<file path="config.mk">
export PLATFORM = sky130hd
export DESIGN_NAME = sptk_queue
export DESIGN_NICKNAME = d
export VERILOG_FILES = /design/src/hw/rtl/sptk_pkg.sv /design/src/hw/rtl/sptk_queue.sv
export SDC_FILE = /design/constraint.sdc
export NUM_CORES = 1
export LEC_CHECK = 0
export ABC_AREA = 1
export BUFFER_PORTS_ARGS = -buffer_cell sky130_fd_sc_hd__buf_2
export CORE_UTILIZATION = 55
export CTS_BUF_LIST = sky130_fd_sc_hd__clkbuf_4
export CTS_CLUSTER_DIAMETER = 150
export DETAILED_ROUTE_END_ITERATION = 12
export HOLD_SLACK_MARGIN = 0.05
export PLACE_DENSITY = 0.77
export SLEW_MARGIN = 20
export SYNTH_ARGS = -nofsm -noshare
export SYNTH_HDL_FRONTEND = slang
export SYNTH_SLANG_ARGS = --single-unit
</file>
<file path="constraint.sdc">
create_clock -name clock -period 3.4 [get_ports clock]
set_input_delay 0.34 -clock clock [delete_from_list [all_inputs] [get_ports clock]]
set_output_delay 0.34 -clock clock [all_outputs]
set_load 0.005 [all_outputs]
</file>
<file path="src/hw/rtl/sptk_pkg.sv">
// Shared types and constants for the tick to square-root price engine.
`default_nettype none
package sptk_pkg;

   localparam int unsigned TICK_W      = 21;
   localparam int unsigned MAG_W       = 20;
   localparam int unsigned RATIO_W     = 129;
   localparam int unsigned QUOT_W      = 256;
   localparam int unsigned PRICE_W     = 160;
   localparam int unsigned QUEUE_DEPTH = 4;
   localparam int unsigned QPTR_W      = 2;
   localparam int unsigned QCNT_W      = 3;

   typedef struct packed {
      logic [MAG_W-1:0] mag;
      logic             inv;
      logic             oor;
   } tick_class_type;

   typedef struct packed {
      logic               vld;
      logic               inv;
      logic               oor;
      logic [MAG_W-1:0]   mag;
      logic [RATIO_W-1:0] r;
   } mul_beat_type;

   typedef struct packed {
      logic               vld;
      logic               inv;
      logic               oor;
      logic [RATIO_W-1:0] r;
      logic [RATIO_W-1:0] rem;
      logic [QUOT_W-1:0]  q;
   } div_beat_type;

   function automatic logic [127:0] bit_mult(input logic [4:0] k);
      logic [127:0] c;
      case (k)
         5'd0:    c = 128'hfffcb933bd6fad37aa2d162d1a594001;
         5'd1:    c = 128'hfff97272373d413259a46990580e213a;
         5'd2:    c = 128'hfff2e50f5f656932ef12357cf3c7fdcc;
         5'd3:    c = 128'hffe5caca7e10e4e61c3624eaa0941cd0;
         5'd4:    c = 128'hffcb9843d60f6159c9db58835c926644;
         5'd5:    c = 128'hff973b41fa98c081472e6896dfb254c0;
         5'd6:    c = 128'hff2ea16466c96a3843ec78b326b52861;
         5'd7:    c = 128'hfe5dee046a99a2a811c461f1969c3053;
         5'd8:    c = 128'hfcbe86c7900a88aedcffc83b479aa3a4;
         5'd9:    c = 128'hf987a7253ac413176f2b074cf7815e54;
         5'd10:   c = 128'hf3392b0822b70005940c7a398e4b70f3;
         5'd11:   c = 128'he7159475a2c29b7443b29c7fa6e889d9;
         5'd12:   c = 128'hd097f3bdfd2022b8845ad8f792aa5825;
         5'd13:   c = 128'ha9f746462d870fdf8a65dc1f90e061e5;
         5'd14:   c = 128'h70d869a156d2a1b890bb3df62baf32f7;
         5'd15:   c = 128'h31be135f97d08fd981231505542fcfa6;
         5'd16:   c = 128'h09aa508b5b7a84e1c677de54f3e99bc9;
         5'd17:   c = 128'h005d6af8dedb81196699c329225ee604;
         5'd18:   c = 128'h00002216e584f5fa1ea926041bedfe98;
         5'd19:   c = 128'h00000000048a170391f7dc42444e8fa2;
         default: c = '0;
      endcase
      return c;
   endfunction

endpackage
`default_nettype wire

</file>
<file path="src/hw/rtl/sptk_queue.sv">
// Short queue between the classifying front and the arithmetic back.
`default_nettype none
module sptk_queue import sptk_pkg::*; (
   input  wire logic      clock,
   input  wire logic      reset,
   input  wire logic      push,
   input  tick_class_type push_entry,
   input  wire logic      pop,
   output logic           full,
   output logic           nempty,
   output tick_class_type head
);

   tick_class_type      mem_ff [QUEUE_DEPTH];
   logic [QPTR_W-1:0]   wr_ptr_ff, wr_ptr_in;
   logic [QPTR_W-1:0]   rd_ptr_ff, rd_ptr_in;
   logic [QCNT_W-1:0]   count_ff, count_in;
   logic                do_pop;

   always_comb begin
      full      = (count_ff == QCNT_W'(QUEUE_DEPTH));
      nempty    = (count_ff != '0);
      head      = mem_ff[rd_ptr_ff];
      do_pop    = pop && nempty;
      wr_ptr_in = push ? wr_ptr_ff + 1'b1 : wr_ptr_ff;
      rd_ptr_in = do_pop ? rd_ptr_ff + 1'b1 : rd_ptr_ff;
      count_in  = count_ff + QCNT_W'(push) - QCNT_W'(do_pop);
   end

   always_ff @(posedge clock) begin
      if (reset) begin
         wr_ptr_ff <= '0;
         rd_ptr_ff <= '0;
         count_ff  <= '0;
      end else begin
         wr_ptr_ff <= wr_ptr_in;
         rd_ptr_ff <= rd_ptr_in;
         count_ff  <= count_in;
      end
   end

   always_ff @(posedge clock) begin
      if (push) begin
         mem_ff[wr_ptr_ff] <= push_entry;
      end
   end

endmodule
`default_nettype wire

</file>
## Word-level counts from Yosys, hierarchy flattened

Memories as Yosys holds them, arrays and structs flattened. A register that Yosys moved wholly into a read port is not among the register bits.
Index checks and enable logic that the tools add are counted.

| storage, ports and cells | value |
|---|---|
| flip-flop bits (word level) | 7 |
| bits in writable memories | 88 |
| input port bits | 26 |
| output and inout port bits | 24 |
| word-level logic and storage cells | 15 |
| memories | 1 |

Memories:

| memory | words | width | rd ports | clocked after memory_dff | write ports | line | text |
|---|---|---|---|---|---|---|---|
| mem_ff | 4 | 22 | 1 | 1 | 1 | sptk_queue.sv:14 | `tick_class_type mem_ff [QUEUE_DEPTH];` |

| cells by class | value |
|---|---|
| add/sub/neg operators | 4 |
| equal/unequal tests | 1 |
| mux-type cells | 4 |
| reduce and logical (&&, ||, !) cells | 2 |

Operators by type and width:

| kind | count |
|---|---|
| adder 2 x 1 -> 2 bit (second input constant) | 2 |
| 2-to-1 mux 2 bit | 2 |
| adder 3 x 1 -> 3 bit | 1 |
| == test 3 bit (second input constant) | 1 |
| nonzero test 3 bit | 1 |
| subtractor 3 x 1 -> 3 bit | 1 |
| 2-to-1 mux 1 bit | 2 |
| logical AND 1 bit | 1 |

## Depth between registers and ports, before layout

| depth | value |
|---|---|
| depth in word-level cells | 4 |
| gate-level depth with buffers | 9 |
| gate-level depth less buffers | 9 |

## Worst setup path before layout

No wires, ideal clock.

| path | value |
|---|---|
| path type | register to register |
| from | register count_ff[1] |
| to | register count_ff[2] |
| setup time | 0.115 ns |
| arrival time | 1.509 ns |
| data required time | 3.285 ns |
| path slack | 1.776 ns |
| stages on the path, launching flop included | 9 |
| buffers on the path | 0 |
| clock period less this slack | 1.624 ns |
| cell sequence | dfxtp_1 > nor2_1 > a21boi_0 > ha_1 > inv_1 > ha_1 > fa_1 > a21oi_1 > nor2_1 |

| on the way | value |
|---|---|
| longest elaborated chain between the ends | 3 |
| elaborated cells on any way between the ends | 4 |
| those cells by class | add/sub: 2; reduce/logical: 2 |

RTL lines:

| element | line | text |
|---|---|---|
| start, declared | sptk_queue.sv:17 | `logic [QCNT_W-1:0] count_ff, count_in;` |
| start signal, assigned | sptk_queue.sv:38 | `count_ff <= count_in;` |
| nonzero test 3 bit | sptk_queue.sv:22 | `nempty = (count_ff != '0);` |
| logical AND 1 bit | sptk_queue.sv:24 | `do_pop = pop && nempty;` |
| net do_pop | sptk_queue.sv:18 | `logic do_pop;` |
| subtractor 3 x 1 -> 3 bit | sptk_queue.sv:27 | `count_in = count_ff + QCNT_W'(push) - QCNT_W'(do_pop);` |

The timed path passes the listed nets, and every way through them passes these cells.
A chain may end at the register's enable or synchronous reset.

==> impl_metrics.yaml <==
run_status:
  run_status: "complete, no violations"
floorplan:
  ios: 50
  start_util: 0.5818
  die_area_um2: 7166
  die_y_um: 84.66
  coreArea_um2: 6459
  rows: 29
  die-width_um: 84.66
route:
  wl_per_cell_um: 16.00
  firstDrtPassIters: 7
  viasPerCell: 5.554
  vias: 2244
  antenna_left: 0
  drc: 0
  drt_iter0_markers: 243
  wirelength_um: 6466
place:
  hpwlAfterDp_um: 3793
  place_congestion: 0.7839
  port_buffers: 49
  dpl_worst_slack_ns: 1.450
  dp.cells: 388
setup_path:
  cp-start-kind: "register"
  rr_startpoint: "count_ff[1]"
  criticalPathCategory: "register to output pin"
  worstRegToRegCells: 8
  rr_endpoint: "count_ff[1]"
  critPathArrivalTime_ns: 2.04
  rrSetupSlack_ns: 1.64
  crit_required_ns: 3.06
  cp-end-kind: "output pin"
  cp_max_fo: 45
hold_path:
  min_path_type: "input pin to register"
  hold_end: "count_ff[0]"
  hold_depth: 2
  hp-start: "reset"
yosys:
  syn-cell-area_um2: 3757
  yosys.area_share.simple: 0.06660
  syn_nets: 308
  synthTopCellsByCount: "88 x edfxtp_1, 52 x nor2_1, 28 x o21ai_0"
  synthAdderAreaFrac: 0.02531
  yosysTopAreaCell: "edfxtp_1"
  ys_warn_count: 0
  synthCells: 275
  synthXorXnorAreaFrac: 0
  synth-async-reset-ratio: 0
  synth_edf_count: 88
  synth_top_flop_cell: "edfxtp_1"
  synth.avg_cell_area_um2: 13.66
  yosysUniqueCellTypes: 18
  ys_ff_latch: 97
  yosysSeqAreaShare: 0.7512
  synth_compound_area_frac: 0.1066
  yosysTopAreaCellShare: 0.7033
  synth_top_family_by_area: "compound AO/OA/AOI/OAI gates"
  synth_area_leaders: "edfxtp_1 70%, nor2_1 5.2%, dfxtp_1 4.8%"
  yosys-mux-area-fraction: 0
  synth_most_common_cell: "edfxtp_1"
global_route:
  antenna_found_initial: 0
  grt_pass1_vias: 2156
  overflow: 0
  grt_max_degree: 46
  grt_usage: 0.1932
  grt_pass1_wl_um: 10290
finish:
  instances_no_fill: 404
  diodes: 0
  drive_above_1_share: 0.2049
  nNetsFinal: 355
  area_delta_synth_final_pct: 10.96
clock_network:
  cts.sinks: 97
  clk_pin_slew_ns: 0.13
  root_buffer: "clkbuf_4"
  htreeDepth: 3
  cts_hold_buf: 0
  cts_resized: 0
  cts_tree: "yes"
  cts_made_buffers: 9
  worstSkewPairLatency_ns: 0.41
  clk_path_buf_depth: 2
  cts_setup_buffers: 0
power_and_ir_drop:
  power_density_nw_per_um2: 653.9
  leakage_nw: 1.552
  p_total_mw: 2.726
  ir_worst_vdd_uv: 450.2
sta:
  maxSlewHeadroom: 0.3279
  finalCritPeriodShare: 0.7011
  drv_slew: 0
  setup_tns_ns: 0
  finalHoldViolCount: 0
  holdWs_ns: 0.1072
  finalCriticalPeriod_ns: 2.384
  skew_ns: 0.009911
  worst-slew-pin-transition_ns: 1.007
  rsz0062_at_grt: "false"
  finalSetupViolCount: 0
  fmax_ghz: 0.4195
  setup_slack_ns: 1.016
flow_run:
  cap_viol_max_count: 0
-- cells by family (layout without fill, tap and decap cells) --
family                   Yosys count  in the layout
flip-flops                        97             97
buffers and inverters             31             83
AND/OR/NAND/NOR                   66             66
adder cells (fa/ha/maj)            7              7
AO/OA/AOI/OAI                     74             74
-- final cells by class --
class	count	area [um2]
Sequential cell	97	2824
Fill cell	471	2290
Clock inverter	6	107.6
Tap cell	77	96.34
Clock buffer	10	75.07
Multi-Input combinational cell	147	745.7
Inverter	18	75.07
Timing Repair Buffer	49	245.2
-- metrics by stage --
stage	util	cell area, um2
after floorplan	-	3757
after global placement	0.6172	3986
after detailed placement	0.6172	3986
after CTS	0.6455	4169
after global routing	0.6455	4169
final	0.6455	4169
-- critical path: stages (launching register included) --
cell     delay, ns
dfxtp_2       0.91
inv_8         0.23
o21ai_0       0.26
o22ai_1       0.10
buf_2         0.13
-- routing by layer --
layer	GRT usage	wire length [um]
met1	0.2369	2601
met3	0.04228	369
met5	0	0
met2	0.3208	3444
met4	0.1079	51
-- registers in the layout, indices dropped and copies added (netlist names), named ones only --
| name | cells |
|---|---|
| mem_ff | 88 |
| count_ff | 3 |
| rd_ptr_ff | 2 |
| wr_ptr_ff | 2 |
-- placed cells by master, fill, tap and decap left out, drive strengths merged --
master / n
clkinv: 3
nand3: 2
o21ai: 46
buf: 49
edfxtp: 88
a21boi: 1
nand2: 12
nor2: 52
bufinv: 3
o22ai: 22
dfxtp: 9
fa: 1
clkbuf: 10
inv: 18
a21oi: 5
ha: 6
-- power breakdown --
part	internal (mW)	leakage [nW]	switching (mW)
clock	0.379	0.0980	0.346
sequential	1.38	0.883	0.0870
combinational	0.219	0.571	0.319
total	1.97	1.55	0.752
-- worst max path at each step --
stage / slack (ns) / depth (start not counted) / endpoint / from
detailed placement: 1.45 / 4 / head[18] / register
global placement: 1.47 / 4 / head[19] / register
global route: 0.82 / 4 / head[18] / register
CTS: 0.98 / 4 / head[18] / register
floorplan: 1.78 / 8 / count_ff[2] / count_ff[1]
finish: 1.02 / 4 / head[18] / register
Power figures use the tool's default switching activity.
