**config.mk**
```make
export PLATFORM = sky130hd
export DESIGN_NAME = sptk_div_stage
export DESIGN_NICKNAME = d
export VERILOG_FILES = /design/src/hw/rtl/sptk_pkg.sv /design/src/hw/rtl/sptk_div_stage.sv
export SDC_FILE = /design/constraint.sdc
export NUM_CORES = 1
export LEC_CHECK = 0
export ABC_AREA = 1
export ABC_CLOCK_PERIOD_IN_PS = 29600
export BUFFER_PORTS_ARGS = -buffer_cell sky130_fd_sc_hd__buf_2
export CAP_MARGIN = 10
export CORE_AREA = 2 2 405 407
export CTS_CLUSTER_SIZE = 16
export DETAILED_ROUTE_END_ITERATION = 12
export DIE_AREA = 0 0 407 409
export HOLD_SLACK_MARGIN = 0.06
export RECOVER_POWER = 25
export SYNTH_ARGS = -nofsm -noshare
export SYNTH_HDL_FRONTEND = slang
export SYNTH_SLANG_ARGS = --single-unit
```
**constraint.sdc**
```tcl
create_clock -name clock -period 29.6 [get_ports clock]
set_input_delay 2.96 -clock clock [delete_from_list [all_inputs] [get_ports clock]]
set_output_delay 2.96 -clock clock [all_outputs]
set_load 0.1 [all_outputs]
```
**src/hw/rtl/sptk_pkg.sv**
```systemverilog
// Shared types and constants for the tick to square-root price engine.
`default_nettype none
package sptk_pkg;

   localparam int unsigned TICK_W      = 21;
   localparam int unsigned MAG_W       = 20;
   localparam int unsigned RATIO_W     = 129;
   localparam int unsigned QUOT_W      = 256;
   localparam int unsigned PRICE_W     = 160;
   localparam int unsigned QUEUE_DEPTH = 4;
   localparam int unsigned QPTR_W      = 2;
   localparam int unsigned QCNT_W      = 3;

   typedef struct packed {
      logic [MAG_W-1:0] mag;
      logic             inv;
      logic             oor;
   } tick_class_type;

   typedef struct packed {
      logic               vld;
      logic               inv;
      logic               oor;
      logic [MAG_W-1:0]   mag;
      logic [RATIO_W-1:0] r;
   } mul_beat_type;

   typedef struct packed {
      logic               vld;
      logic               inv;
      logic               oor;
      logic [RATIO_W-1:0] r;
      logic [RATIO_W-1:0] rem;
      logic [QUOT_W-1:0]  q;
   } div_beat_type;

   function automatic logic [127:0] bit_mult(input logic [4:0] k);
      logic [127:0] c;
      case (k)
         5'd0:    c = 128'hfffcb933bd6fad37aa2d162d1a594001;
         5'd1:    c = 128'hfff97272373d413259a46990580e213a;
         5'd2:    c = 128'hfff2e50f5f656932ef12357cf3c7fdcc;
         5'd3:    c = 128'hffe5caca7e10e4e61c3624eaa0941cd0;
         5'd4:    c = 128'hffcb9843d60f6159c9db58835c926644;
         5'd5:    c = 128'hff973b41fa98c081472e6896dfb254c0;
         5'd6:    c = 128'hff2ea16466c96a3843ec78b326b52861;
         5'd7:    c = 128'hfe5dee046a99a2a811c461f1969c3053;
         5'd8:    c = 128'hfcbe86c7900a88aedcffc83b479aa3a4;
         5'd9:    c = 128'hf987a7253ac413176f2b074cf7815e54;
         5'd10:   c = 128'hf3392b0822b70005940c7a398e4b70f3;
         5'd11:   c = 128'he7159475a2c29b7443b29c7fa6e889d9;
         5'd12:   c = 128'hd097f3bdfd2022b8845ad8f792aa5825;
         5'd13:   c = 128'ha9f746462d870fdf8a65dc1f90e061e5;
         5'd14:   c = 128'h70d869a156d2a1b890bb3df62baf32f7;
         5'd15:   c = 128'h31be135f97d08fd981231505542fcfa6;
         5'd16:   c = 128'h09aa508b5b7a84e1c677de54f3e99bc9;
         5'd17:   c = 128'h005d6af8dedb81196699c329225ee604;
         5'd18:   c = 128'h00002216e584f5fa1ea926041bedfe98;
         5'd19:   c = 128'h00000000048a170391f7dc42444e8fa2;
         default: c = '0;
      endcase
      return c;
   endfunction

endpackage
`default_nettype wire

```
**src/hw/rtl/sptk_div_stage.sv**
```systemverilog
// One quotient bit of the restoring division of all ones by the ratio.
`default_nettype none
module sptk_div_stage import sptk_pkg::*; (
   input  wire logic   clock,
   input  wire logic   reset,
   input  wire logic   adv,
   input  div_beat_type beat_i,
   output div_beat_type beat_o
);

   logic [RATIO_W:0]   sh;
   logic [RATIO_W+1:0] diff;
   logic               ge;
   div_beat_type       beat_in, beat_ff;

   always_comb begin
      sh           = {beat_i.rem, 1'b1};
      diff         = {1'b0, sh} - {2'b00, beat_i.r};
      ge           = !diff[RATIO_W+1];
      beat_in      = beat_i;
      beat_in.rem  = ge ? diff[RATIO_W-1:0] : sh[RATIO_W-1:0];
      beat_in.q    = {beat_i.q[QUOT_W-2:0], ge};
   end

   always_ff @(posedge clock) begin
      if (reset) begin
         beat_ff.vld <= 1'b0;
      end else if (adv) begin
         beat_ff <= beat_in;
      end
   end

   assign beat_o = beat_ff;

endmodule
`default_nettype wire

```
# Word-level counts from Yosys, hierarchy flattened
# Cells that the tools add are included.
[classes]
n_addsub = 1
muxes = 1
bitwise = 1
n_reduce_logical = 2
[op_table]
columns = ["op", "count"]
rows = [
  ["subtractor 130 x 129 -> 131 bit", 1],
  ["2-to-1 mux 129 bit", 1],
  ["AND reduction 2 bit", 1],
  ["logical NOT 1 bit", 1],
  ["NOT 1 bit", 1],
]
[totals]
reg_bits = 517
input_bits = 520
out_inout_bits = 517
wordCells = 12

# Longest topological paths before layout
# Gate-level depths: netlist (run 1).
[depth]
ltp_word = 2
depth_mapped = 20
ltp_nobuf = 19

# Worst setup path before layout (run 1)
# OpenSTA, ideal clock, no wires.
[synth_path]
path_kind = "input port to flip-flop"
start = "input port adv"
end = "register beat_ff, in the netlist beat_o[0] (enable)"
setup_ns = 1.425
t_arrival_ns = 24.634
required_ns = 28.175
slack_ns = 3.541
stages = 2
path_buffers = 0
cell_sequence = "inv_1 > nor2_1"
[synth_between]
elab_chain_len = 1
[synth_lines]
columns = ["element", "line_no", "text"]
rows = [
  ["start, declared", "sptk_div_stage.sv:6", "input wire logic adv,"],
  ["AND reduction 2 bit (no source line)", "-", ""],
  ["end signal, assigned", "sptk_div_stage.sv:29", "beat_ff <= beat_in;"],
  ["end, declared", "sptk_div_stage.sv:14", "div_beat_type beat_in, beat_ff;"],
]
# No other way between the ends.
# A chain may end at the register's enable or synchronous reset.

==> qor_table.md, run 1 <==
| Metric | This run |
|---|---|
| Number of fill cells in the layout | 18200 |
| Peak VDD IR | 0.0410 mV |
| Worst slack on hold paths | 0.466 ns |
| Post-synthesis share of cell area spent on full adders, half adders and majority gates | 0.0508 |
| Clock network fraction of total power | 0.316 |
| Net count of the mapped netlist | 4838 |
| End-of-flow core utilization | 0.257 |
| Number of antenna violations at the first check in global routing | 106 |
| Max clock buf depth | 3 |
| Cells taking the most area after synthesis | sky130_fd_sc_hd__edfxtp_1, sky130_fd_sc_hd__nand2_1, sky130_fd_sc_hd__inv_1, sky130_fd_sc_hd__ha_1, sky130_fd_sc_hd__nand3_1 |
| Met2 usage in global routing | 0.397 |
| Net switching share of the total power | 0.430 |
| Met3 track utilization from global routing | 0.0450 |
| Leading cell type in the layout, fill and taps excluded | sky130_fd_sc_hd__nand2_1 |
| Max reg flops | 517 |
| Per-instance average area after synthesis | 7.62 um2 |
| Site row count | 148 |
| Multiplexer share of the synthesized area | 0 |
| Post-synth cell types | 32 |
| Unrepaired setup endpoints after global routing | no |
| Initial DRC Count | 2123 |
| Net Switching | 1.13 mW |
| Final routed DRC violation total | 0 |
| Biggest fanout along the worst timing path | 80 |
| Post-Syn Instances | 4189 |
| Final count of negative-setup-slack endpoints | 0 |
| H-Tree Depth | 3 |
| Fraction of layout instances using a drive strength above 1 | 0.207 |
| Count of clock tree sinks | 517 |
| Final hold violation count | 0 |
| Total global routing overflow | 0 |
| Final worst-path cycle share | 0.253 |
| Maximum number of pins on one net before global-route repair | 147 |
| Required time of the critical path | 30.11 ns |
| Maximum clock rate | 0.133 GHz |
| Setup TNS after final layout | 0 ns |
| Flip-flop and latch count after synthesis | 517 |
| Setup Buffers After CTS | 0 |
| Proportion of netlist area held by the largest area contributor | 0.486 |
| Most frequent cells in the layout | sky130_fd_sc_hd__nand2_1, sky130_fd_sc_hd__inv_1, sky130_fd_sc_hd__buf_2 |
| Kind of critical path | in -> reg |
| Cell Count, Final, Fillers Out | 7523 |
| Post-synthesis share of cell area spent on and, or, nand and nor gates | 0.304 |
| Post-synth top area cell | sky130_fd_sc_hd__edfxtp_1 |
| Die Area | 166000 um2 |
| Normalized max-slew margin | 0.272 |
| Max cap viols | 0 |
| Result of the run | finished, final reports clean |
| Register Area | 15500 um2 |
| Area of the multi-input gates | 12500 um2 |
| Pins Over Slew Limit | 0 |
| Post-route ant nets | 0 |
| Vertical die dimension | 409 um |
| Primary flip-flop cell chosen by synthesis mapping | sky130_fd_sc_hd__edfxtp_1 |
| Actual slew at the worst max-slew pin | 1.09 ns |
| Synth-to-layout area growth | 30.7% |
| Arrival time reported for the critical path endpoint | 8.01 ns |
| Clock slew at reported path FFs | 0.06 ns |
| Clock Skew | 0 ns |
| Net count, final | 5913 |
| Clock Tree Root | sky130_fd_sc_hd__clkbuf_16 |
| Power density cells | 62.9 nW/um2 |
| TritonCTS clock tree | yes |
| Number of synthesized flops with an enable pin | 516 |
| Via count | 31000 |
| Min Clock Period, post-route | 7.50 ns |
| Instance count after placement with tap cells included | 7369 |
| Sequential share of power | 0.343 |
| Initial standard-cell utilization of the core | 0.197 |
| Dominant combinational cell family by area after synthesis | simple AND/OR/NAND/NOR gates |
| Most crowded layer after global routing | met2 |
| Sequential element share of the synthesized area | 0.486 |
| Count of buffers from port buffering | 1035 |
| Leakage power summed over all cells | 21.3 nW |
| Grt met1 use | 0.239 |
| Final HPWL from detailed placement | 167000 um |
| Hold-fix buffers at CTS | 0 |
| Post-synthesis compound-gate area fraction | 0.0187 |
| Power after layout | 2.62 mW |
| Critical path capture point type | flop |
| Summed instance area of the synthesized netlist | 31900 um2 |
| Share of the synthesized netlist area taken by xor and xnor gates | 0.0173 |
| Total I/O pin count | 1037 |
| First-pass GRT wire length | 250000 um |
| Quantity of gates resized following cts | 0 |
| Via count of the first global-routing pass | 30100 |
| Global router's overall resource usage | 0.223 |
| Clock latency on the worst-skew pair | 0.68 ns |
| Wire length per cell after detailed routing | 25.6 um |
| Routability-driven placement congestion ratio | 0.971 |
| Number of detailed-routing iterations run before antenna repair | 5 |
| Pint | 1.49 mW |
| Synth async-reset ratio | 0 |
| Chip width | 407 um |
| Post-detailed-route via-to-cell ratio | 4.12 |
| Wirelength, routed | 193000 um |
| CTS buffer count | 68 |
| Part of the power in combinational logic | 0.341 |
| Core box area | 162000 um2 |
| Class of the most critical hold timing path | reg -> reg |
| Critical path startpoint category | primary input |
| Warnings, synthesis | 0 |
[path summary, 6_finish.rpt]
path	slack, ns	depth (start not counted)	startpoint	to
max	22.10	14	beat_i[451]	beat_o[346]
min	0.47	2	beat_o[516]	beat_o[516]
max reg2reg	29.03	2	beat_o[516]	beat_o[516]
min reg2reg	0.47	2	beat_o[516]	beat_o[516]
[per-stage QoR]
stage,worst slack (ns),instance area [um2]
after floorplan,3.54,31900
after global placement,21.31,39600
after detailed placement,21.30,39600
after CTS,22.01,41800
after global routing,21.72,41700
final,22.10,41700
[critical path: stages]
cell and delay, ns:
sky130_fd_sc_hd__clkbuf_1 0.21, sky130_fd_sc_hd__inv_1 0.07, sky130_fd_sc_hd__ha_1 0.53, sky130_fd_sc_hd__nand2_1 0.19
sky130_fd_sc_hd__nor2_1 0.33, sky130_fd_sc_hd__nand2_1 0.16, sky130_fd_sc_hd__nor2_1 0.17, sky130_fd_sc_hd__inv_2 0.09
sky130_fd_sc_hd__nor3_2 0.23, sky130_fd_sc_hd__nand2_4 0.54, sky130_fd_sc_hd__nand2_4 0.83, sky130_fd_sc_hd__buf_4 0.81
sky130_fd_sc_hd__nand3_1 0.54, sky130_fd_sc_hd__nand2_1 0.17
[cell type report]
type	instances	share of cell area
tap	2175	0.0652
clock inverter	37	0.00825
multi-input combinational	2661	0.299
antenna	32	0.00192
timing repair buffer	1047	0.122
sequential	517	0.372
inverter	969	0.0872
clock buffer	85	0.0438
[synthesized netlist by cell type, types with 17 or more instances]
library cell                  n
sky130_fd_sc_hd__nand2_1   1658
sky130_fd_sc_hd__inv_1      941
sky130_fd_sc_hd__edfxtp_1   516
sky130_fd_sc_hd__nor2_1     288
sky130_fd_sc_hd__nand3_1    248
sky130_fd_sc_hd__ha_1       128
sky130_fd_sc_hd__a21oi_1     96
sky130_fd_sc_hd__xor2_1      62
sky130_fd_sc_hd__nand3_2     31
sky130_fd_sc_hd__nor3_1      31
sky130_fd_sc_hd__nand4_1     30
sky130_fd_sc_hd__inv_2       25
sky130_fd_sc_hd__nand3b_1    21
sky130_fd_sc_hd__buf_2       17
[cell families after synthesis]
group / count (synthesis)
AO/OA/AOI/OAI: 116
AND/OR/NAND/NOR: 2353
buffers and inverters: 1011
XOR/XNOR: 63
flip-flops: 517
adder cells (fa/ha/maj): 129
[power by group through the flow]
stage	Sequential [mW]	Clock, mW	Combinational, mW
after floorplan	1.33	0	0.241
after global placement	0.913	0	0.902
after detailed placement	0.914	0	0.903
after CTS	0.900	0.854	0.906
after global routing	0.903	0.875	0.941
final	0.900	0.828	0.896
[per-layer routing]
layer | part of all wire | up-vias
li1 | - | 15100
met1 | 0.36 | 14400
met2 | 0.50 | 1142
met3 | 0.068 | 327
met4 | 0.067 | 40
met5 | 0.0013 | -
(Power assumes the default switching activity.)
==> inputs of run 2 (changes only) <==
--- a/config.mk
+++ b/config.mk
@@ -6,7 +6,7 @@
 export NUM_CORES = 1
 export LEC_CHECK = 0
 export ABC_AREA = 1
-export ABC_CLOCK_PERIOD_IN_PS = 29600
+export ABC_CLOCK_PERIOD_IN_PS = 6900
 export BUFFER_PORTS_ARGS = -buffer_cell sky130_fd_sc_hd__buf_2
 export CAP_MARGIN = 10
 export CORE_AREA = 2 2 405 407
==> constraint.sdc (replaced) <==
create_clock -name clock -period 6.9 [get_ports clock]
set_input_delay 0.69 -clock clock [delete_from_list [all_inputs] [get_ports clock]]
set_output_delay 0.69 -clock clock [all_outputs]
set_load 0.1 [all_outputs]
==> run 2 against run 1 <==
Net effect: utilization grew 0.11 points; clock power grew to 4.5 times the previous value; register-to-register slack lost 23 ns; count of clock-buffer cells in the layout shrank 9; critical path depth grew 2; non-clock buffer count grew 6; critical path type unchanged; largest cell class unchanged.
==> qor_table.md, run 2 (synthesis gave the netlist of run 1 again) <==
| Metric | This run |
|---|---|
| Result of the run | finished, final reports clean |
| Maximum clock rate | 0.242 GHz |
| Wire length per cell after detailed routing | 25.5 um |
| Count of buffers from port buffering | 1035 |
| Normalized max-slew margin | 0.305 |
| Via count of the first global-routing pass | 29800 |
| Power after layout | 11.4 mW |
| Site row count | 148 |
| Chip width | 407 um |
| Clock Tree Root | sky130_fd_sc_hd__clkbuf_16 |
| Critical path startpoint category | primary input |
| Number of antenna violations at the first check in global routing | 105 |
| Number of detailed-routing iterations run before antenna repair | 6 |
| Endpoint of the most critical register-to-register path | beat_o[516] |
| Clock latency on the worst-skew pair | 0.68 ns |
| Post-detailed-route via-to-cell ratio | 4.11 |
| Biggest fanout along the worst timing path | 69 |
| Worst slack on hold paths | 0.172 ns |
| First-pass GRT wire length | 249000 um |
| Setup TNS after final layout | 0 ns |
| Crit path largest cell delay | 0.80 ns |
| Clock Skew | 0 ns |
| Via count | 31000 |
| Destination of the critical timing path | beat_o[330] |
| Max reg flops | 517 |
| Final routed DRC violation total | 0 |
| Core box area | 162000 um2 |
| Wirelength, routed | 192000 um |
| Most frequent cells in the layout | sky130_fd_sc_hd__nand2_1, sky130_fd_sc_hd__inv_1, sky130_fd_sc_hd__buf_2 |
| Leading cell type in the layout, fill and taps excluded | sky130_fd_sc_hd__nand2_1 |
| Unrepaired setup endpoints after global routing | no |
| Instance count after placement with tap cells included | 7375 |
| Post-route ant nets | 0 |
| Arrival time reported for the critical path endpoint | 4.67 ns |
| Synth-to-layout area growth | 31.3% |
| Most common cell on crit path | sky130_fd_sc_hd__nand2_1 |
| Peak VDD IR | 0.206 mV |
| Max cap viols | 0 |
| CP max stage cell | sky130_fd_sc_hd__buf_4 |
| Initial DRC Count | 2013 |
| Critical path capture point type | flop |
| Final HPWL from detailed placement | 167000 um |
| TritonCTS clock tree | yes |
| R2r setup slk | 6.33 ns |
| Critical path cell sequence | clkbuf_1 > inv_1 > ha_1 > nand2_1 > inv_1 > nand2_1 > nand3_1 > a21oi_1 > o21ai_0 > nand2_1 > nand3_1 > nor2_4 > buf_4 > buf_4 > nand3_1 > nand2_1 |
| Initial standard-cell utilization of the core | 0.197 |
| Global router's overall resource usage | 0.222 |
| Power density cells | 272 nW/um2 |
| Path depth of the worst reg2reg path | 2 |
| Quantity of gates resized following cts | 0 |
| Actual slew at the worst max-slew pin | 1.04 ns |
| Count of clock tree sinks | 517 |
| Final hold violation count | 0 |
| Hold Path Cell Cnt | 1 |
| Net count, final | 5919 |
| Class of the most critical hold timing path | in -> reg |
| Total I/O pin count | 1037 |
| Required time of the critical path | 7.45 ns |
| Setup Buffers After CTS | 0 |
| Final worst-path cycle share | 0.598 |
| Maximum number of pins on one net before global-route repair | 116 |
| Kind of critical path | in -> reg |
| H-Tree Depth | 3 |
| Routability-driven placement congestion ratio | 0.918 |
| Cell Count, Final, Fillers Out | 7527 |
| Final count of negative-setup-slack endpoints | 0 |
| Pins Over Slew Limit | 0 |
| CTS buffer count | 68 |
| Min Clock Period, post-route | 4.12 ns |
| Max clock buf depth | 3 |
| Clock slew at reported path FFs | 0.07 ns |
| Leakage power summed over all cells | 21.3 nW |
| Startpoint of the most critical hold path | beat_i[201] |
| Vertical die dimension | 409 um |
| End-of-flow core utilization | 0.259 |
| Total global routing overflow | 0 |
| Fraction of layout instances using a drive strength above 1 | 0.206 |
| Die Area | 166000 um2 |
| R2R Path Start | beat_o[516] |
| Hold-fix buffers at CTS | 0 |
| Launch point of the worst path | beat_i[486] |
## run 2: changes by cell type in the layout (fill, tap and decap cells not counted), sizes merged
| cell | previous run | this run |
|---|---|---|
| clkinv | 29 | 27 |
| inv | 971 | 975 |
| clkinvlp | 4 | 10 |
| buf | 903 | 891 |
| diode | 32 | 28 |
| clkbuf | 229 | 238 |
| bufinv | 2 | 5 |
## run 2: final cells by class
class	instances	area [um2]
tap	2175	2720
antenna	28	70.1
fill	18100	120000
multi-input combinational	2661	12500
clock inverter	48	503
sequential	517	15500
clock buffer	76	1770
timing repair buffer	1053	5170
inverter	969	3650
## run 2: worst min-delay path by stage
stage | slack [ns] | endpoint
after floorplan | 0.76 | beat_o[516]
final | 0.17 | beat_o[202]
after detailed placement | 0.46 | beat_o[516]
after global routing | 0.13 | beat_o[244]
after CTS | 0.11 | beat_o[188]
after global placement | 0.45 | beat_o[516]
## run 2: stage by stage
stage	setup slack [ns]	instance area, um2
final	2.78	41900
after global routing	2.56	41900
after CTS	2.95	42000
after detailed placement	2.21	39800
after global placement	2.21	39800
after floorplan	-1.84	31900
## run 2: worst max-delay path: cells and delay by family
kind	cells	cell delay, ns
buf+inv	5	1.96
simple gates	8	1.14
compound gates	2	0.34
fa+ha+maj	1	0.39
## run 2: per-layer routing
layer / track usage / wire length [um] / vias up
li1: - / - / 15100
met1: 0.234 / 68900 / 14400
met2: 0.403 / 98300 / 1072
met3: 0.0571 / 13500 / 303
met4: 0.116 / 10600 / 62
met5: 0 / 414 / -
## run 2: where the power goes
part | internal [mW] | switching [mW]
combinational | 0.672 | 3.19
sequential | 3.76 | 0.0824
clock | 2.08 | 1.62
