File: config.mk
export PLATFORM = sky130hd
export DESIGN_NAME = sptk_front
export DESIGN_NICKNAME = d
export VERILOG_FILES = /design/src/hw/rtl/sptk_pkg.sv /design/src/hw/rtl/sptk_front.sv
export SDC_FILE = /design/constraint.sdc
export NUM_CORES = 1
export LEC_CHECK = 0
export ABC_AREA = 1
export BUFFER_PORTS_ARGS = -buffer_cell sky130_fd_sc_hd__buf_2
export CAP_MARGIN = 20
export CORE_AREA = 2 2 51 53
export DETAILED_ROUTE_END_ITERATION = 7
export DIE_AREA = 0 0 53 55
export GPL_TIMING_DRIVEN = 0
export PLACE_DENSITY = 0.83
export SLEW_MARGIN = 10
export SYNTH_ARGS = -nofsm -noshare
export SYNTH_HDL_FRONTEND = slang
export SYNTH_SLANG_ARGS = --single-unit
File: constraint.sdc
create_clock -name vclk -period 1.7
set_input_delay 0.255 -clock vclk [all_inputs]
set_output_delay 0.255 -clock vclk [all_outputs]
set_load 0.01 [all_outputs]
File: src/hw/rtl/sptk_pkg.sv
// Shared types and constants for the tick to square-root price engine.
`default_nettype none
package sptk_pkg;

   localparam int unsigned TICK_W      = 21;
   localparam int unsigned MAG_W       = 20;
   localparam int unsigned RATIO_W     = 129;
   localparam int unsigned QUOT_W      = 256;
   localparam int unsigned PRICE_W     = 160;
   localparam int unsigned QUEUE_DEPTH = 4;
   localparam int unsigned QPTR_W      = 2;
   localparam int unsigned QCNT_W      = 3;

   typedef struct packed {
      logic [MAG_W-1:0] mag;
      logic             inv;
      logic             oor;
   } tick_class_type;

   typedef struct packed {
      logic               vld;
      logic               inv;
      logic               oor;
      logic [MAG_W-1:0]   mag;
      logic [RATIO_W-1:0] r;
   } mul_beat_type;

   typedef struct packed {
      logic               vld;
      logic               inv;
      logic               oor;
      logic [RATIO_W-1:0] r;
      logic [RATIO_W-1:0] rem;
      logic [QUOT_W-1:0]  q;
   } div_beat_type;

   function automatic logic [127:0] bit_mult(input logic [4:0] k);
      logic [127:0] c;
      case (k)
         5'd0:    c = 128'hfffcb933bd6fad37aa2d162d1a594001;
         5'd1:    c = 128'hfff97272373d413259a46990580e213a;
         5'd2:    c = 128'hfff2e50f5f656932ef12357cf3c7fdcc;
         5'd3:    c = 128'hffe5caca7e10e4e61c3624eaa0941cd0;
         5'd4:    c = 128'hffcb9843d60f6159c9db58835c926644;
         5'd5:    c = 128'hff973b41fa98c081472e6896dfb254c0;
         5'd6:    c = 128'hff2ea16466c96a3843ec78b326b52861;
         5'd7:    c = 128'hfe5dee046a99a2a811c461f1969c3053;
         5'd8:    c = 128'hfcbe86c7900a88aedcffc83b479aa3a4;
         5'd9:    c = 128'hf987a7253ac413176f2b074cf7815e54;
         5'd10:   c = 128'hf3392b0822b70005940c7a398e4b70f3;
         5'd11:   c = 128'he7159475a2c29b7443b29c7fa6e889d9;
         5'd12:   c = 128'hd097f3bdfd2022b8845ad8f792aa5825;
         5'd13:   c = 128'ha9f746462d870fdf8a65dc1f90e061e5;
         5'd14:   c = 128'h70d869a156d2a1b890bb3df62baf32f7;
         5'd15:   c = 128'h31be135f97d08fd981231505542fcfa6;
         5'd16:   c = 128'h09aa508b5b7a84e1c677de54f3e99bc9;
         5'd17:   c = 128'h005d6af8dedb81196699c329225ee604;
         5'd18:   c = 128'h00002216e584f5fa1ea926041bedfe98;
         5'd19:   c = 128'h00000000048a170391f7dc42444e8fa2;
         default: c = '0;
      endcase
      return c;
   endfunction

endpackage
`default_nettype wire

File: src/hw/rtl/sptk_front.sv
// Input side: takes tick beats and classifies them into magnitude, direction and range.
`default_nettype none
module sptk_front import sptk_pkg::*; #(
   parameter int unsigned TICK_LIMIT = 887272
) (
   input  wire logic           reset,
   input  wire logic           req_tvalid,
   output logic                req_tready,
   input  wire logic [23:0]    req_tdata,   // [20:0] tick
   input  wire logic           q_full,
   output logic                q_push,
   output tick_class_type      q_entry
);

   logic [TICK_W-1:0] tick;
   logic [TICK_W-1:0] mag;
   logic              neg;

   always_comb begin
      tick = req_tdata[TICK_W-1:0];
      neg  = tick[TICK_W-1];
      mag  = neg ? (TICK_W'(0) - tick) : tick;
      q_entry.mag = mag[MAG_W-1:0];
      q_entry.oor = (mag > TICK_W'(TICK_LIMIT));
      q_entry.inv = !neg && (tick != '0);
      req_tready  = !q_full && !reset;
      q_push      = req_tvalid && req_tready;
   end

endmodule
`default_nettype wire

=== After elaboration in Yosys (flattened, before gate mapping) ===
Index checks and enable logic that the tools add are counted.

* Bits in registers: 0
* Input port bits: 27
* Output and inout port bits: 24
* Logic and storage cells: 10

* Add/subtract/negate cells: 1
* Order comparisons: 1
* Multiplexer cells: 1
* Reductions and logical operators: 7

{| class="wikitable"
|+ Operators by type and width
! cell !! number
|-
| > comparator 21 x 20 -> 1 bit, second input constant || 1
|-
| two-way mux 21 bit || 1
|-
| nonzero test 21 bit || 1
|-
| subtractor 1 x 21 -> 21 bit, first input constant || 1
|-
| logical AND 1 bit || 3
|-
| zero test 1 bit || 3
|}

=== Logic depth before layout (Yosys ltp) ===
Gate-level depths: netlist of run 1.

* Depth after elaboration: 3
* Mapped depth: 14
* Depth with buffers taken out: 14

=== Worst setup path after synthesis of run 1 ===
No wires, ideal clock.

* Path kind: input to output
* Start point: input port req_tdata[1]
* End point: output port q_entry[0] (netlist name)
* Arrival: 1598 ps
* Data required time: 1445 ps
* Path slack: -153 ps
* Stages on the path: 11
* Buffers on the path: 0
* Cells stage by stage: inv_1 -> ha_1 -> nand3_2 -> nand2_1 -> xor2_1 -> nor2_1 -> nor2_1 -> nand4_1 -> nand2_1 -> nand2_1 -> a21oi_1

{| class="wikitable"
|+ RTL lines
! element !! RTL line !! source
|-
| from (decl) || sptk_front.sv:9 || <nowiki>input wire logic [23:0] req_tdata,</nowiki>
|-
| to (decl) || sptk_front.sv:12 || <nowiki>output tick_class_type q_entry</nowiki>
|}

==> impl_results.html, run 1 <==
<table>
<tr><th>Metric</th><th>Value</th></tr>
<tr><th colspan="2">Timing</th></tr>
<tr><td>Highest attainable clock frequency</td><td>between 500 and 600 MHz</td></tr>
<tr><td>RSZ-0062 raised after global routing</td><td>yes</td></tr>
<tr><td>Part of the cycle the worst path needs</td><td>114%</td></tr>
<tr><td>Worst-Margin Slew</td><td>0.212 ns</td></tr>
<tr><td>Hold Fails Final Rpt</td><td>0</td></tr>
<tr><td>Rel. slew slack</td><td>85.7%</td></tr>
<tr><td>Final Critical Period</td><td>1.93 ns</td></tr>
<tr><td>Sum of negative setup slack</td><td>-0.234 ns</td></tr>
<tr><td>Final number of max-transition violations</td><td>0</td></tr>
<tr><td>Fin Hold WS</td><td>0.751 ns</td></tr>
<tr><td>Final worst-path setup slack</td><td>-0.234 ns</td></tr>
<tr><td>Setup violators final</td><td>1</td></tr>
<tr><th colspan="2">Die</th></tr>
<tr><td>Die Outline Area</td><td>just under 0.003 mm^2</td></tr>
<tr><td>Height of the die</td><td>roughly 55 um</td></tr>
<tr><td>Num rows</td><td>18</td></tr>
<tr><td>Overall die width</td><td>53 um</td></tr>
<tr><td>Starting density of the core</td><td>40.3%</td></tr>
<tr><td>Number of primary I/O pins</td><td>51</td></tr>
<tr><td>Area inside the core boundary</td><td>0.00236 mm^2</td></tr>
<tr><th colspan="2">Logic synthesis</th></tr>
<tr><td>Leading post-synthesis cells by cell area</td><td>sky130_fd_sc_hd__nand2_1 22%, sky130_fd_sc_hd__nand3_1 12%, sky130_fd_sc_hd__inv_1 11%</td></tr>
<tr><td>Sequential area share after synthesis</td><td>0%</td></tr>
<tr><td>Synth Area per Inst</td><td>5.06 um^2</td></tr>
<tr><td>Post-synth top area cell</td><td>sky130_fd_sc_hd__nand2_1</td></tr>
<tr><td>Total nets after synthesis</td><td>216</td></tr>
<tr><td>Cell count after synthesis</td><td>188</td></tr>
<tr><td>Yosys warnings</td><td>0</td></tr>
<tr><td>Area share of the largest cell type after synthesis</td><td>a little over a fifth</td></tr>
<tr><td>Count of different cell masters after synthesis</td><td>25</td></tr>
<tr><td>Post-synth design cell area</td><td>952 um^2</td></tr>
<tr><th colspan="2">Placed design</th></tr>
<tr><td>Input/output buffers</td><td>48</td></tr>
<tr><td>Final HPWL from detailed placement</td><td>2220 um</td></tr>
<tr><td>Cell Count Post-Placement</td><td>266</td></tr>
<tr><td>Placed standard-cell area</td><td>0.00127 mm^2</td></tr>
<tr><td>RD Place Congestion</td><td>0.825</td></tr>
<tr><th colspan="2">Pwr</th></tr>
<tr><td>Worst supply voltage drop on vdd</td><td>129 uV</td></tr>
<tr><td>Power Dens Cells</td><td>248 mW/mm^2</td></tr>
<tr><td>P_leak</td><td>0.779 nW</td></tr>
<tr><th colspan="2">Cells and area</th></tr>
<tr><td>Area taken by flip-flops and latches</td><td>0 um^2</td></tr>
<tr><td>Leading cell type in the layout, fill and taps excluded</td><td>sky130_fd_sc_hd__nand2_1</td></tr>
<tr><td>NumNets Final</td><td>268</td></tr>
<tr><td>Fraction of layout cells with a size suffix above 1</td><td>roughly 40%</td></tr>
<tr><td>Antenna cells</td><td>0</td></tr>
<tr><td>Sequential cells</td><td>0</td></tr>
<tr><td>Clock Buffer Count</td><td>0</td></tr>
<tr><td>Most used cells in the layout excluding fill and tap cells</td><td>53 x sky130_fd_sc_hd__nand2_1, 47 x sky130_fd_sc_hd__buf_2, 25 x sky130_fd_sc_hd__inv_1</td></tr>
<tr><td>Area of the multi-input gates</td><td>872 um^2</td></tr>
<tr><td>Area Overhead vs Synth</td><td>39.6%</td></tr>
<tr><td>Fill cell total of the finished layout</td><td>269</td></tr>
<tr><td>Final cell count without fillers</td><td>~270</td></tr>
<tr><td>Area of all placed cells without fillers</td><td>around 0.0013 mm^2</td></tr>
<tr><th colspan="2">GRT</th></tr>
<tr><td>Number of global-route vias before repair</td><td>roughly 1100</td></tr>
<tr><td>Gr ovfl total</td><td>0</td></tr>
<tr><td>Largest net degree at the start of global routing</td><td>11</td></tr>
<tr><td>GRT Resource Usage Total</td><td>a little under a fifth</td></tr>
<tr><td>Global-route wire length before repair</td><td>4280 um</td></tr>
<tr><td>Initial antenna violation count</td><td>0</td></tr>
<tr><th colspan="2">Route</th></tr>
<tr><td>Remaining routing DRC violations</td><td>0</td></tr>
<tr><td>Detailed Route WL</td><td>roughly 2600 um</td></tr>
<tr><td>Final antenna-violating net count</td><td>0</td></tr>
<tr><td>Vias post-DR</td><td>between 1000 and 1500</td></tr>
<tr><td>DRC violation total after the first TritonRoute iteration</td><td>17</td></tr>
<tr><td>Vias per cell</td><td>around 4.8</td></tr>
<tr><td>Routed length on met1</td><td>approximately 1200 um</td></tr>
<tr><td>Number of iterations in the first detailed-routing pass</td><td>4</td></tr>
<tr><td>Wire length per cell</td><td>9.70 um</td></tr>
<tr><td>Top routing layer in use</td><td>met4</td></tr>
<tr><td>Met2 routed WL</td><td>1240 um</td></tr>
<tr><td>Length of routed met3 wiring</td><td>between 100 and 150 um</td></tr>
<tr><th colspan="2">Min path</th></tr>
<tr><td>Hold WC Path Type</td><td>input pin to output port</td></tr>
<tr><th colspan="2">Critical path</th></tr>
<tr><td>CP Data Arrival Time</td><td>1.68 ns</td></tr>
<tr><td>Critical path data required time</td><td>~1.4 ns</td></tr>
<tr><td>CP Max Fanout</td><td>4</td></tr>
<tr><td>Worst Setup End Kind</td><td>output port</td></tr>
<tr><td>Category of the most critical setup path</td><td>input pin to output port</td></tr>
<tr><td>Nature of the critical path startpoint</td><td>input pin</td></tr>
<tr><th colspan="2">Run status</th></tr>
<tr><td>Status</td><td>finished, violations left</td></tr>
<tr><td>Violated checks</td><td>negative setup slack</td></tr>
<tr><th colspan="2">Job</th></tr>
<tr><td>Max-cap violation count</td><td>0</td></tr>
</table>
Yosys cell counts (all sizes together):
library cell  instances
or2                   1
xor2                  2
buf                   4
nand2                68
a21oi                 2
o211ai                1
nand3                29
and2                  2
nand4                 3
o21ai                 6
inv                  29
nor3b                 1
ha                    1
nand3b                4
nor3                  2
nor2                 33
cells by family (layout without fill, tap and decap cells):
kind of cell | after synthesis | in the layout | share of synthesized area (%)
buffers and inverters | 33 | 83 | 14.1
xor gates and xnor gates | 2 | 2 | 1.84
AOI/OAI and AO/OA | 9 | 9 | 4.99
adders and majority gates | 1 | 1 | 1.31
and+or+nand+nor | 143 | 143 | 77.8
what timing repair did:
action	CTS	global route
resized for setup	6	7
buffers inserted	2	0
pin swaps	6	2
endpoints found under the setup margin	1	2
hold buffers	0	0
final timing paths:
check,start,endpoint,cells past startpoint
hold / removal,q_full,req_tready,3
setup / recovery,req_tdata[0],q_entry[0],16
through the flow:
stage	total power, W	setup WS [ns]	utilization [%]
2_1_floorplan	0.000201	0.000316	-
3_3_place_gp	0.000310	-0.293	53.8
3_5_place_dp	0.000314	-0.310	53.8
4_1_cts	0.000326	-0.274	55.4
5_1_grt	0.000372	-0.380	56.2
6_report	0.000330	-0.234	56.2
layer usage:
layer / vias to the layer above / track usage [%]
met4: 0 / 3.42
li1: 691 / -
met1: 544 / 24.9
met5: - / 0
met3: 5 / 0.806
met2: 35 / 33.8
area by class of cell:
cell class                      count  area share [%]
Buffer                              4            2.35
Timing Repair Buffer               50            20.4
Tap cell                           30            2.82
Inverter                           29            8.76
Multi-Input combinational cell    155            65.6
critical path: stages:
cell and delay (ns):
sky130_fd_sc_hd__buf_8 0.10, sky130_fd_sc_hd__inv_6 0.05, sky130_fd_sc_hd__ha_4 0.14, sky130_fd_sc_hd__nand3_4 0.07, sky130_fd_sc_hd__nor2_4 0.16, sky130_fd_sc_hd__nand2_4 0.07, sky130_fd_sc_hd__nand2_4 0.07, sky130_fd_sc_hd__nand2_2 0.05
sky130_fd_sc_hd__nand2_2 0.07, sky130_fd_sc_hd__nand2_4 0.05, sky130_fd_sc_hd__nor2_4 0.12, sky130_fd_sc_hd__nand3_2 0.08, sky130_fd_sc_hd__nor2_2 0.10, sky130_fd_sc_hd__nand2_1 0.06, sky130_fd_sc_hd__a21oi_2 0.10, sky130_fd_sc_hd__buf_2 0.13
report_power, final:
| part | internal (W) | switching [W] | total, W |
|---|---|---|---|
| Sequential | 0 | 0 | 0 |
| Combinational | 0.000132 | 0.000198 | 0.000330 |
| Clock | 0 | 0 | 0 |
| Total | 0.000132 | 0.000198 | 0.000330 |
Note: power is estimated with default switching activity, not from simulation.
==> run 2, diff against run 1 <==
- GPL_TIMING_DRIVEN: 0 -> 1
- PLACE_DENSITY: 0.83 -> 0.76
==> run 2 against run 1 <==
Net effect: the run still ends with negative setup slack left; design area up 20%; via count up 7.8%; sequential share of layout area unchanged; setup slack worse by 0.018 ns; critical path depth down 5; first-iteration DRC count up 18%; fmax down 0.94%; largest cell class unchanged; largest power group unchanged.
==> impl_results.html, run 2 (synthesis results as in run 1) <==
<table>
<tr><th>Metric</th><th>Value</th></tr>
<tr><th colspan="2">Die</th></tr>
<tr><td>Area inside the core boundary</td><td>roughly 0.0024 mm^2</td></tr>
<tr><td>Overall die width</td><td>53 um</td></tr>
<tr><td>Number of primary I/O pins</td><td>51</td></tr>
<tr><td>Height of the die</td><td>55 um</td></tr>
<tr><td>Starting density of the core</td><td>~40%</td></tr>
<tr><td>Num rows</td><td>18</td></tr>
<tr><td>Die Outline Area</td><td>0.00292 mm^2</td></tr>
<tr><th colspan="2">GRT</th></tr>
<tr><td>Global routing met3 resource utilization</td><td>0%</td></tr>
<tr><td>Largest net degree at the start of global routing</td><td>11</td></tr>
<tr><td>Global-route met2 utilization</td><td>between 30% and 40%</td></tr>
<tr><td>Number of global-route vias before repair</td><td>1135</td></tr>
<tr><td>Gr ovfl total</td><td>0</td></tr>
<tr><td>GRT Resource Usage Total</td><td>about a fifth</td></tr>
<tr><td>Met1 Usage GRT</td><td>27.1%</td></tr>
<tr><td>Busiest grt layer</td><td>met2</td></tr>
<tr><td>Global-route wire length before repair</td><td>4440 um</td></tr>
<tr><td>Initial antenna violation count</td><td>0</td></tr>
<tr><th colspan="2">Route</th></tr>
<tr><td>Final antenna-violating net count</td><td>0</td></tr>
<tr><td>Number of iterations in the first detailed-routing pass</td><td>4</td></tr>
<tr><td>Remaining routing DRC violations</td><td>0</td></tr>
<tr><td>Wire length per cell</td><td>9.02 um</td></tr>
<tr><td>Vias post-DR</td><td>roughly 1400</td></tr>
<tr><td>DRC violation total after the first TritonRoute iteration</td><td>20</td></tr>
<tr><td>Vias per cell</td><td>4.58</td></tr>
<tr><td>Detailed Route WL</td><td>2710 um</td></tr>
<tr><th colspan="2">Cells and area</th></tr>
<tr><td>Sequential cells</td><td>0</td></tr>
<tr><td>Fill cell total of the finished layout</td><td>about 240</td></tr>
<tr><td>Antenna cells</td><td>0</td></tr>
<tr><td>Area taken by flip-flops and latches</td><td>0 um^2</td></tr>
<tr><td>Leading cell type in the layout, fill and taps excluded</td><td>sky130_fd_sc_hd__nand2_1</td></tr>
<tr><td>Area of all placed cells without fillers</td><td>0.00159 mm^2</td></tr>
<tr><td>Area of the multi-input gates</td><td>885 um^2</td></tr>
<tr><td>Most used cells in the layout excluding fill and tap cells</td><td>52 x sky130_fd_sc_hd__nand2_1, 46 x sky130_fd_sc_hd__buf_2, 37 x sky130_fd_sc_hd__buf_4</td></tr>
<tr><td>Fraction of layout cells with a size suffix above 1</td><td>a little under half</td></tr>
<tr><td>Final cell count without fillers</td><td>300</td></tr>
<tr><td>Area Overhead vs Synth</td><td>67.3%</td></tr>
<tr><td>Clock Buffer Count</td><td>0</td></tr>
<tr><td>NumNets Final</td><td>300</td></tr>
<tr><th colspan="2">Pwr</th></tr>
<tr><td>Power Dens Cells</td><td>between 200 and 300 mW/mm^2</td></tr>
<tr><td>P_leak</td><td>0.937 nW</td></tr>
<tr><td>Worst supply voltage drop on vdd</td><td>158 uV</td></tr>
<tr><th colspan="2">Critical path</th></tr>
<tr><td>Critical path data required time</td><td>roughly 1.4 ns</td></tr>
<tr><td>CP Max Fanout</td><td>3</td></tr>
<tr><td>CP Data Arrival Time</td><td>1.70 ns</td></tr>
<tr><td>Worst Setup End Kind</td><td>output port</td></tr>
<tr><td>Nature of the critical path startpoint</td><td>input pin</td></tr>
<tr><td>Category of the most critical setup path</td><td>input pin to output port</td></tr>
<tr><th colspan="2">Timing</th></tr>
<tr><td>Hold Fails Final Rpt</td><td>0</td></tr>
<tr><td>Final Critical Period</td><td>between 1.5 and 2 ns</td></tr>
<tr><td>Final worst-path setup slack</td><td>-0.252 ns</td></tr>
<tr><td>Final number of max-transition violations</td><td>0</td></tr>
<tr><td>Worst-Margin Slew</td><td>0.219 ns</td></tr>
<tr><td>Part of the cycle the worst path needs</td><td>115%</td></tr>
<tr><td>Rel. slew slack</td><td>approximately 85%</td></tr>
<tr><td>Highest attainable clock frequency</td><td>512 MHz</td></tr>
<tr><td>Setup violators final</td><td>1</td></tr>
<tr><td>RSZ-0062 raised after global routing</td><td>yes</td></tr>
<tr><th colspan="2">Job</th></tr>
<tr><td>Max-cap violation count</td><td>0</td></tr>
<tr><th colspan="2">Placed design</th></tr>
<tr><td>RD Place Congestion</td><td>0.872</td></tr>
<tr><td>Final HPWL from detailed placement</td><td>2390 um</td></tr>
<tr><td>Input/output buffers</td><td>48</td></tr>
<tr><td>Placed standard-cell area</td><td>0.00153 mm^2</td></tr>
<tr><td>Cell Count Post-Placement</td><td>between 200 and 300</td></tr>
<tr><th colspan="2">Min path</th></tr>
<tr><td>Hold WC Path Type</td><td>input pin to output port</td></tr>
<tr><th colspan="2">Clocking</th></tr>
<tr><td>Post-CTS Hold Fix Bufs</td><td>0</td></tr>
<tr><th colspan="2">Run status</th></tr>
<tr><td>Violated checks</td><td>negative setup slack</td></tr>
<tr><td>Status</td><td>finished, violations left</td></tr>
</table>
run 2: cell types whose count changed in the layout (fill, tap and decap cells not counted), sizes merged:
cell  delta
buf     +32
run 2: area by class of cell:
| type | count | area share, % |
|---|---|---|
| tap | 30 | 2.36 |
| timing repair buffer | 86 | 34.8 |
| multi-input combinational | 155 | 55.5 |
| inverter | 29 | 7.31 |
run 2: per-layer routing:
layer / wire, um / share of wire, %
met5: 0 / 0
met4: 0 / 0
met3: 85 / 3.1
met2: 1310 / 49
met1: 1310 / 48
run 2: final timing paths:
| kind | from | to | cells after the start |
|---|---|---|---|
| max | req_tdata[0] | q_entry[0] | 11 |
| min | q_full | req_tready | 3 |
run 2: what timing repair did:
item | in CTS | in global routing
gates resized for setup | 6 | 7
setup endpoints to repair | 1 | 6
pin swaps | 7 | 1
buffers inserted | 2 | 0
run 2: power by group:
group | leakage [nW] | internal (W) | switching [W] | total, W
registers | 0 | 0 | 0 | 0
logic | 0.937 | 0.000190 | 0.000213 | 0.000403
clock network | 0 | 0 | 0 | 0
run 2: per-stage QoR:
stage	worst slack (ns)	hold WS (ns)	setup TNS [ns]	total power, W	utilization (%)
finish	-0.252	0.751	-0.252	0.000403	67.4
global route	-0.390	0.775	-0.509	0.000448	67.4
CTS	-0.272	0.753	-0.272	0.000399	66.5
floorplan	0.000316	0.553	0	0.000201	-
detailed placement	-0.316	0.734	-0.316	0.000386	64.7
global placement	-0.276	0.734	-0.276	0.000380	64.7
run 2: worst max-delay path, cell delays in order:
cell,delay (ns)
sky130_fd_sc_hd__buf_8,0.08
sky130_fd_sc_hd__inv_6,0.03
sky130_fd_sc_hd__ha_4,0.16
sky130_fd_sc_hd__or2_2,0.31
sky130_fd_sc_hd__xor2_2,0.15
sky130_fd_sc_hd__nand3_1,0.12
sky130_fd_sc_hd__nor3_2,0.17
sky130_fd_sc_hd__nand3b_1,0.11
sky130_fd_sc_hd__nor2_1,0.14
sky130_fd_sc_hd__a21oi_2,0.04
sky130_fd_sc_hd__buf_2,0.13
==> run 3, diff against run 2 <==
- BUFFER_PORTS_ARGS: -buffer_cell sky130_fd_sc_hd__buf_2 -> -buffer_cell sky130_fd_sc_hd__clkbuf_2
- CORE_AREA: 2 2 51 53 -> 2 2 46 48
- DIE_AREA: 0 0 53 55 -> 0 0 48 50
- PLACE_DENSITY: 0.76 -> 0.88
- clock period: 1.7 -> 2.55 ns (I/O delays scaled with it)
==> run 3 against run 2 <==
Net effect: the flow now finishes without violations; die area fell by 18%; via count fell by 7.8%; critical path depth is 3 higher; sequential share of layout area unchanged; design area decreased by 24%; sequential cell count unchanged; clock-buffer cell count unchanged; highest routed layer is now met4.
==> impl_results.html, run 3 (synthesis results as in run 1) <==
<table>
<tr><th>Metric</th><th>Value</th></tr>
<tr><th colspan="2">Pwr</th></tr>
<tr><td>Fraction of power spent switching nets</td><td>62.6%</td></tr>
<tr><td>Internal Pwr Total</td><td>0.0000745 W</td></tr>
<tr><td>Sum of internal, switching and leakage power</td><td>0.000199 W</td></tr>
<tr><td>P_leak</td><td>0.751 nW</td></tr>
<tr><td>Comb pwr share</td><td>100.0%</td></tr>
<tr><td>Sequential Power Share</td><td>0%</td></tr>
<tr><td>Power Dens Cells</td><td>~160 mW/mm^2</td></tr>
<tr><td>Worst supply voltage drop on vdd</td><td>77.8 uV</td></tr>
<tr><td>Clk pwr share</td><td>0%</td></tr>
<tr><td>Psw</td><td>0.000125 W</td></tr>
<tr><th colspan="2">Critical path</th></tr>
<tr><td>Critical path data required time</td><td>2.17 ns</td></tr>
<tr><td>CP Max Fanout</td><td>4</td></tr>
<tr><td>CP Data Arrival Time</td><td>1.95 ns</td></tr>
<tr><td>Category of the most critical setup path</td><td>input pin to output port</td></tr>
<tr><td>Worst Setup End Kind</td><td>output port</td></tr>
<tr><td>Crit path launch</td><td>req_tdata[0]</td></tr>
<tr><td>Nature of the critical path startpoint</td><td>input pin</td></tr>
<tr><th colspan="2">Cells and area</th></tr>
<tr><td>Area of the multi-input gates</td><td>818 um^2</td></tr>
<tr><td>Antenna cells</td><td>0</td></tr>
<tr><td>NumNets Final</td><td>263</td></tr>
<tr><td>Sequential cells</td><td>0</td></tr>
<tr><td>Area Overhead vs Synth</td><td>26.9%</td></tr>
<tr><td>Area taken by flip-flops and latches</td><td>0 um^2</td></tr>
<tr><td>Fraction of layout cells with a size suffix above 1</td><td>roughly a third</td></tr>
<tr><td>Most used cells in the layout excluding fill and tap cells</td><td>55 x sky130_fd_sc_hd__nand2_1, 48 x sky130_fd_sc_hd__clkbuf_2, 27 x sky130_fd_sc_hd__inv_1</td></tr>
<tr><td>Clock Buffer Count</td><td>0</td></tr>
<tr><td>Leading cell type in the layout, fill and taps excluded</td><td>sky130_fd_sc_hd__nand2_1</td></tr>
<tr><td>Final standard cell utilization of the core</td><td>a little under two thirds</td></tr>
<tr><td>Fill cell total of the finished layout</td><td>204</td></tr>
<tr><th colspan="2">Timing</th></tr>
<tr><td>Part of the cycle the worst path needs</td><td>around 90%</td></tr>
<tr><td>Final number of max-transition violations</td><td>0</td></tr>
<tr><td>Final Critical Period</td><td>2.34 ns</td></tr>
<tr><td>Highest attainable clock frequency</td><td>approximately 430 MHz</td></tr>
<tr><td>Sum of negative setup slack</td><td>0 ns</td></tr>
<tr><td>Worst-Margin Slew</td><td>roughly 0.28 ns</td></tr>
<tr><td>Setup violators final</td><td>0</td></tr>
<tr><td>RSZ-0062 raised after global routing</td><td>no</td></tr>
<tr><td>Hold Fails Final Rpt</td><td>0</td></tr>
<tr><td>Rel. slew slack</td><td>roughly four fifths</td></tr>
<tr><th colspan="2">Route</th></tr>
<tr><td>Detailed Route WL</td><td>about 2400 um</td></tr>
<tr><td>DRC violation total after the first TritonRoute iteration</td><td>24</td></tr>
<tr><td>Remaining routing DRC violations</td><td>0</td></tr>
<tr><td>Number of iterations in the first detailed-routing pass</td><td>4</td></tr>
<tr><td>Final antenna-violating net count</td><td>0</td></tr>
<tr><td>Wire length per cell</td><td>9.14 um</td></tr>
<tr><td>Vias post-DR</td><td>1267</td></tr>
<tr><td>Vias per cell</td><td>~4.9</td></tr>
<tr><th colspan="2">Die</th></tr>
<tr><td>Height of the die</td><td>50 um</td></tr>
<tr><td>Num rows</td><td>16</td></tr>
<tr><td>Starting density of the core</td><td>about half</td></tr>
<tr><td>Die Outline Area</td><td>0.00240 mm^2</td></tr>
<tr><td>Area inside the core boundary</td><td>between 0.0015 and 0.002 mm^2</td></tr>
<tr><td>Number of primary I/O pins</td><td>between 50 and 60</td></tr>
<tr><td>Overall die width</td><td>48 um</td></tr>
<tr><th colspan="2">Min path</th></tr>
<tr><td>Worst min-delay path startpoint</td><td>req_tdata[0]</td></tr>
<tr><td>Hold WC Path Type</td><td>input pin to output port</td></tr>
<tr><th colspan="2">GRT</th></tr>
<tr><td>Gr ovfl total</td><td>0</td></tr>
<tr><td>Global-route wire length before repair</td><td>4050 um</td></tr>
<tr><td>Initial antenna violation count</td><td>0</td></tr>
<tr><td>Largest net degree at the start of global routing</td><td>25</td></tr>
<tr><td>GRT Resource Usage Total</td><td>a little over a fifth</td></tr>
<tr><td>Number of global-route vias before repair</td><td>1032</td></tr>
<tr><th colspan="2">Placed design</th></tr>
<tr><td>Final HPWL from detailed placement</td><td>2140 um</td></tr>
<tr><td>Input/output buffers</td><td>between 40 and 50</td></tr>
<tr><td>RD Place Congestion</td><td>0.886</td></tr>
<tr><th colspan="2">Clocking</th></tr>
<tr><td>Post-CTS repair timing setup buffer count</td><td>0</td></tr>
<tr><td>Resized Gates After CTS</td><td>0</td></tr>
<tr><td>Post-CTS Hold Fix Bufs</td><td>0</td></tr>
<tr><th colspan="2">Job</th></tr>
<tr><td>Max-cap violation count</td><td>0</td></tr>
<tr><th colspan="2">Run status</th></tr>
<tr><td>Status</td><td>completed</td></tr>
</table>
## run 3: changes by cell type in the layout (fill, tap and decap cells not counted), sizes merged
cell    delta
buf       -85
clkbuf    +48
## run 3: routing by layer
layer	share of wire [%]	routed length, um	GRT usage, %	vias up
li1	-	-	-	679
met1	48	1140	32.2	546
met2	47	1120	36.0	40
met3	5.0	118	0	2
met4	0.13	3	0	0
met5	0	0	0	-
## run 3: worst paths after layout
| kind | depth (start not counted) | slack (ns) | end |
|---|---|---|---|
| setup / recovery | 14 | 0.21 | q_entry[0] |
| hold / removal | 2 | 0.98 | q_entry[2] |
## run 3: per-stage QoR
step / worst slack [ns] / hold WS (ns) / std cells / area, um^2
6_report: 0.214 / 0.978 / 260 / 1210
5_1_grt: 0.0123 / 0.994 / 260 / 1210
4_1_cts: 0.194 / 0.981 / 260 / 1210
3_5_place_dp: 0.195 / 0.981 / 260 / 1210
3_3_place_gp: 0.229 / 0.979 / 260 / 1210
2_1_floorplan: 0.442 / 0.808 / 188 / 952
## run 3: final cells by class
class	count	share of cell area (%)
Multi-Input combinational cell	155	67.7
Tap cell	27	2.80
Timing Repair Buffer	49	20.5
Inverter	29	9.01
## run 3: power by group through the flow
stage | Combinational, W | Sequential, W | Clock, W
4_1_cts | 0.000200 | 0 | 0
2_1_floorplan | 0.000128 | 0 | 0
5_1_grt | 0.000226 | 0 | 0
6_report | 0.000199 | 0 | 0
3_3_place_gp | 0.000196 | 0 | 0
3_5_place_dp | 0.000199 | 0 | 0
## run 3: worst max-delay path, cell delays in order
cell                       delay, ns
sky130_fd_sc_hd__clkbuf_2       0.09
sky130_fd_sc_hd__inv_1          0.08
sky130_fd_sc_hd__ha_1           0.20
sky130_fd_sc_hd__nand3_2        0.12
sky130_fd_sc_hd__nor2_4         0.16
sky130_fd_sc_hd__nand3_2        0.12
sky130_fd_sc_hd__nand2_1        0.07
sky130_fd_sc_hd__nand2_1        0.05
sky130_fd_sc_hd__nand2_1        0.09
sky130_fd_sc_hd__nand2_1        0.06
sky130_fd_sc_hd__nor2_1         0.14
sky130_fd_sc_hd__a21oi_1        0.09
sky130_fd_sc_hd__a21oi_1        0.14
sky130_fd_sc_hd__clkbuf_2       0.14
